<file path="src/hdl/tccw_pkg.sv">
`timescale 1ns / 1ps
`default_nettype none

package tccw_pkg;

   // Geometry of the text store
   localparam int MAX_COLS    = 80;
   localparam int MAX_ROWS    = 25;
   localparam int CELLS       = 2048;
   localparam int ADDR_W      = $clog2(CELLS);

   // Field widths of the register file and the cursor
   localparam int COL_W       = 7;
   localparam int ROW_W       = 5;
   localparam int ATTR_W      = 8;
   localparam int CHAR_W      = 8;
   localparam int WORD_W      = CHAR_W + ATTR_W;
   localparam int CSR_IDX_W   = 2;
   localparam int CSR_DATA_W  = 8;

   // Command queue between front and back
   localparam int QUEUE_DEPTH = 2;
   localparam int QPTR_W      = (QUEUE_DEPTH > 1) ? $clog2(QUEUE_DEPTH) : 1;
   localparam int QCNT_W      = $clog2(QUEUE_DEPTH + 1);

   // Character codes
   localparam logic [CHAR_W-1:0] BLANK_CHAR     = 8'h20;
   localparam logic [CHAR_W-1:0] NEWLINE_CHAR   = 8'h0A;
   localparam logic [CHAR_W-1:0] BACKSPACE_CHAR = 8'h08;

   // Register reset values
   localparam logic [COL_W-1:0]  COLS_RESET = COL_W'(80);
   localparam logic [ROW_W-1:0]  ROWS_RESET = ROW_W'(25);
   localparam logic [ATTR_W-1:0] ATTR_RESET = 8'd31;

   // Action codes of the request
   localparam logic [1:0] ACT_PUT   = 2'd0;
   localparam logic [1:0] ACT_READ  = 2'd1;
   localparam logic [1:0] ACT_CLEAR = 2'd2;

   // Register indexes
   localparam logic [CSR_IDX_W-1:0] CSR_COLUMNS   = 2'd0;
   localparam logic [CSR_IDX_W-1:0] CSR_ROWS      = 2'd1;
   localparam logic [CSR_IDX_W-1:0] CSR_TEXT_ATTR = 2'd2;

   typedef struct packed {
      logic [1:0]        action;
      logic [CHAR_W-1:0] char_code;
      logic [ADDR_W-1:0] cell_index;
   } req_type;

   typedef struct packed {
      logic [WORD_W-1:0] cell_word;
      logic [ADDR_W-1:0] cursor_position;
   } rsp_type;

   // Classified operation handed to the back end
   typedef enum logic [2:0] {
      OP_PRINT,
      OP_NEWLINE,
      OP_BACKSPACE,
      OP_READ,
      OP_CLEAR,
      OP_NOP
   } op_type;

   typedef struct packed {
      op_type            op;
      logic [CHAR_W-1:0] char_code;
      logic [ADDR_W-1:0] cell_index;
   } cmd_type;

   typedef struct packed {
      logic    valid;
      cmd_type cmd;
   } queue_head_type;

   typedef struct packed {
      logic take;
      logic init_busy;
   } back_status_type;

   // Clamp the column count to 1..MAX_COLS
   function automatic logic [COL_W-1:0] eff_cols(input logic [COL_W-1:0] cols);
      logic [COL_W-1:0] res;
      if (cols == '0) begin
         res = COL_W'(1);
      end else if (cols > COL_W'(MAX_COLS)) begin
         res = COL_W'(MAX_COLS);
      end else begin
         res = cols;
      end
      return res;
   endfunction

   // Clamp the row count to 1..MAX_ROWS
   function automatic logic [ROW_W-1:0] eff_rows(input logic [ROW_W-1:0] nrows);
      logic [ROW_W-1:0] res;
      if (nrows == '0) begin
         res = ROW_W'(1);
      end else if (nrows > ROW_W'(MAX_ROWS)) begin
         res = ROW_W'(MAX_ROWS);
      end else begin
         res = nrows;
      end
      return res;
   endfunction

endpackage

`default_nettype wire

</file>
<file path="src/hdl/tccw_front.sv">
`timescale 1ns / 1ps
`default_nettype none

module tccw_front (
   input  wire logic                      clock,
   input  wire logic                      reset,
   input  wire logic                      start,
   output logic                           busy,
   input  wire tccw_pkg::req_type         req_data,
   input  wire tccw_pkg::back_status_type status,
   output tccw_pkg::queue_head_type       head
);
   import tccw_pkg::*;

   cmd_type             entries_ff [QUEUE_DEPTH];
   logic [QPTR_W-1:0]   wr_ptr_ff, wr_ptr_in;
   logic [QPTR_W-1:0]   rd_ptr_ff, rd_ptr_in;
   logic [QCNT_W-1:0]   count_ff, count_in;
   cmd_type             cmd;
   logic                push;
   logic                pop;

   // Classify the request
   always_comb begin
      cmd.char_code  = req_data.char_code;
      cmd.cell_index = req_data.cell_index;
      unique case (req_data.action)
         ACT_PUT: begin
            if (req_data.char_code == NEWLINE_CHAR) begin
               cmd.op = OP_NEWLINE;
            end else if (req_data.char_code == BACKSPACE_CHAR) begin
               cmd.op = OP_BACKSPACE;
            end else begin
               cmd.op = OP_PRINT;
            end
         end
         ACT_READ:  cmd.op = OP_READ;
         ACT_CLEAR: cmd.op = OP_CLEAR;
         default:   cmd.op = OP_NOP;
      endcase
   end

   assign busy = (count_ff == QCNT_W'(QUEUE_DEPTH)) || status.init_busy;
   assign push = start && !busy;
   assign pop  = status.take;

   assign head.valid = (count_ff != '0);
   assign head.cmd   = entries_ff[rd_ptr_ff];

   // Advance pointers and fill count
   always_comb begin
      wr_ptr_in = wr_ptr_ff;
      rd_ptr_in = rd_ptr_ff;
      count_in  = count_ff;
      if (push) begin
         wr_ptr_in = (wr_ptr_ff == QPTR_W'(QUEUE_DEPTH - 1)) ? '0 : wr_ptr_ff + 1'b1;
      end
      if (pop) begin
         rd_ptr_in = (rd_ptr_ff == QPTR_W'(QUEUE_DEPTH - 1)) ? '0 : rd_ptr_ff + 1'b1;
      end
      if (push && !pop) begin
         count_in = count_ff + 1'b1;
      end else if (pop && !push) begin
         count_in = count_ff - 1'b1;
      end
   end

   always_ff @(posedge clock) begin
      if (reset) begin
         wr_ptr_ff <= '0;
         rd_ptr_ff <= '0;
         count_ff  <= '0;
      end else begin
         wr_ptr_ff <= wr_ptr_in;
         rd_ptr_ff <= rd_ptr_in;
         count_ff  <= count_in;
      end
   end

   // Hold queued commands
   always_ff @(posedge clock) begin
      if (push) begin
         entries_ff[wr_ptr_ff] <= cmd;
      end
   end

endmodule

`default_nettype wire

</file>
<file path="config.mk">
export PLATFORM = sky130hd
export DESIGN_NAME = tccw_front
export DESIGN_NICKNAME = d
export VERILOG_FILES = /design/src/hdl/tccw_pkg.sv /design/src/hdl/tccw_front.sv
export SDC_FILE = /design/constraint.sdc
export NUM_CORES = 1
export LEC_CHECK = 0
export BUFFER_PORTS_ARGS = -buffer_cell sky130_fd_sc_hd__clkbuf_2
export CELL_PAD_IN_SITES_DETAIL_PLACEMENT = 0
export CELL_PAD_IN_SITES_GLOBAL_PLACEMENT = 1
export CORE_MARGIN = 2
export CORE_UTILIZATION = 42
export DETAILED_ROUTE_END_ITERATION = 12
export GPL_TIMING_DRIVEN = 0
export PLACE_DENSITY = 0.86
export REMOVE_ABC_BUFFERS = 1
export SYNTH_ARGS = -nofsm -noshare
export SYNTH_HDL_FRONTEND = slang
export SYNTH_SLANG_ARGS = --single-unit
</file>
<file path="constraint.sdc">
create_clock -name clock -period 2.5 [get_ports clock]
set_input_delay 0.375 -clock clock [delete_from_list [all_inputs] [get_ports clock]]
set_output_delay 0.375 -clock clock [all_outputs]
set_load 0.01 [all_outputs]
</file>
==> reports/summary.txt <==
Status: finished clean
Number of max-cap violations: 0
HP Start: req_data[4]
Synthesized area per cell: 18.5 um^2
CTS root buffer: clkbuf_8
Final Cycle Share: 0.880
Per-cell routed wire length: 15.4 um
Clock power frac: 0.263
Nets: 182
Power share of the combinational group: 0.131
Final instance area: 2270 um^2
Drt via density: 4.95
Cells after synthesis: 101
Final setup TNS: 0 ns
Worst path arrival time: 1.83 ns
Total grt overflow: 0
Detail Placement HPWL: 2270 um
Hold crit path type: in2reg
Worst vdd ir: 0.000276 V
CP startpoint kind: register
Aggregate routed wire length: 3200 um
Full die area: 4990 um^2
Reg power frac: 0.607
Largest net degree at the start of global routing: 23
Synth Cell Area: 1870 um^2
RSZ-0062 raised after global routing: no
P_sw: 0.362 mW
Flops & latches, synth: 49
Initial antenna violation count: 0
Clock sink total: 49
Commonest non-fill, non-tap cells in the layout: 49 x clkbuf_2, 44 x edfxtp_1, 22 x mux2_2
Worst hold path depth: 1
Max_slew headroom: 0.319
CTS tree: yes
Pre-CTS setup slack: 0.488 ns
Worst r2r path cells: 3
DRT iter0 DRCs: 83
Final Power: 1.60 mW
Slew @ Worst Pin: 1.02 ns
PwrDens: 705 nW/um^2
WP data required: 2.12 ns
# placed instances: 200
CP Max Fanout: 22
Clock slew at reported path FFs: 0.08 ns
Final setup vio count: 0
Core area: 4320 um^2
Initial core utilization: 0.432
Clock latency on the worst-skew pair: 0.29 ns
FF-to-FF Start: count_ff[0]
Finished Layout Cells: 207
Clock buffer count from CTS: 5
Leak Pwr: 0.872 nW
Post-CTS Resized: 0
Yosys warning count: 0
IO Port Bufs: 49
Hold-fix buffers at CTS: 0
Routability congestion estimate: 0.715
Fin crit period: 2.20 ns
Ports: 50
Drt pass-1 iters: 4
Final hold vios: 0
# rows: 24
Critical path class: reg2out
H-tree Lvls: 2
Final Skew: 0.00196 ns
Vias in the first global route: 1,111
Die Y: 70.7 um
Area growth syn-to-layout: 21.6%
Worst setup EP type: output port
DP Area: 2190 um^2
Max Slew Vio Count: 0
Peak Freq: 454 MHz
Pint: 1.24 mW
Fraction of layout instances using a drive strength above 1: 0.529
Final worst slack: 0.299 ns
Clock Tree Buf Depth: 2
Fin Hold WS: 0.269 ns
First-pass GRT wire length: 5240 um
R2R setup slack: 0.53 ns
Chip width: 70.7 um
Most common cell after layout, fill and taps aside: clkbuf_2
Core Util, Final: 0.525
ANT cells: 0
Vias: 1,025
Sequential share of the synthesized area: 0.761
Routed Antenna Nets: 0
R2r endpoint: entries_ff[1][5]
Switching share of total power: 0.226
Number of remaining DRC errors: 0
Post-CTS Setup Inserts: 0
Total GRT Usage: 0.140
Netlist cell types: 22
Worst Hold Path EP: entries_ff[1][4]
## synthesized netlist by cell type (all sizes together)
master	count	area share
clkbuf	1	0.0020
or2	2	0.0067
a41oi	1	0.0047
xor2	2	0.0094
xnor2	1	0.0047
nor4	1	0.0034
nor3b	1	0.010
and2	1	0.0034
a41o	1	0.0054
buf	2	0.0054
ha	1	0.0067
mux2	23	0.14
edfxtp	44	0.71
o21ai	1	0.0027
nor2b	3	0.011
inv	2	0.0040
or3	1	0.0034
dfxtp	5	0.054
nor2	7	0.014
a21oi	1	0.0027
## flip-flops by register name (all words and copies together), names as in the netlist, named ones only
register / count
count_ff: 2
entries_ff: 44
rd_ptr_ff: 1
wr_ptr_ff: 1
## worst max-delay path: stages, from the launching register on
cell and delay (ns):
dfxtp_1 0.97, mux2_2 0.43, clkbuf_2 0.13
## routing by layer
metal | track usage | up-vias | share of wire | wire [um]
met4 | 0.0503 | 0 | 0.012 | 38
li1 | - | 490 | - | -
met2 | 0.242 | 39 | 0.51 | 1630
met3 | 0.0499 | 5 | 0.067 | 215
met5 | 0 | - | 0 | 0
met1 | 0.162 | 491 | 0.41 | 1310
## cell type report
cell class	instances	area, um^2
multi-input combinational	47	427
tap	52	65.1
inverter	2	7.51
timing repair buffer	50	273
sequential	49	1420
clock inverter	1	3.75
clock buffer	6	72.6
fill	382	2050
## power groups by stage
stage | logic, mW | registers (mW) | clock network, mW
2_1_floorplan | 0.119 | 0.980 | 0
3_3_place_gp | 0.194 | 0.986 | 0
3_5_place_dp | 0.212 | 0.990 | 0
4_1_cts | 0.213 | 0.972 | 0.437
5_1_grt | 0.229 | 0.978 | 0.467
6_report | 0.209 | 0.970 | 0.421
## cell families (layout without fill, tap and decap cells)
| logic type | after synthesis | in the layout | synth area share |
|---|---|---|---|
| buffers and inverters | 5 | 59 | 0.0114 |
| flip-flops | 49 | 49 | 0.761 |
| adder cells (fa/ha/maj) | 1 | 1 | 0.00670 |
| XOR/XNOR | 3 | 3 | 0.0141 |
| AO/OA/AOI/OAI | 4 | 4 | 0.0154 |
| multiplexers | 23 | 23 | 0.139 |
| AND/OR/NAND/NOR | 16 | 16 | 0.0523 |
## how the worst max path moves through the flow
stage	startpoint	to	slack, ns	depth (start not counted)
floorplan	count_ff[1]	entries_ff[0][0]	0.37	3
global placement	status[0]	entries_ff[0][5]	-0.17	3
detailed placement	status[0]	entries_ff[1][5]	0.49	3
CTS	register	head[1]	0.23	2
global route	register	head[16]	0.18	2
finish	register	head[1]	0.30	2
Note: power is estimated with default switching activity, not from simulation.
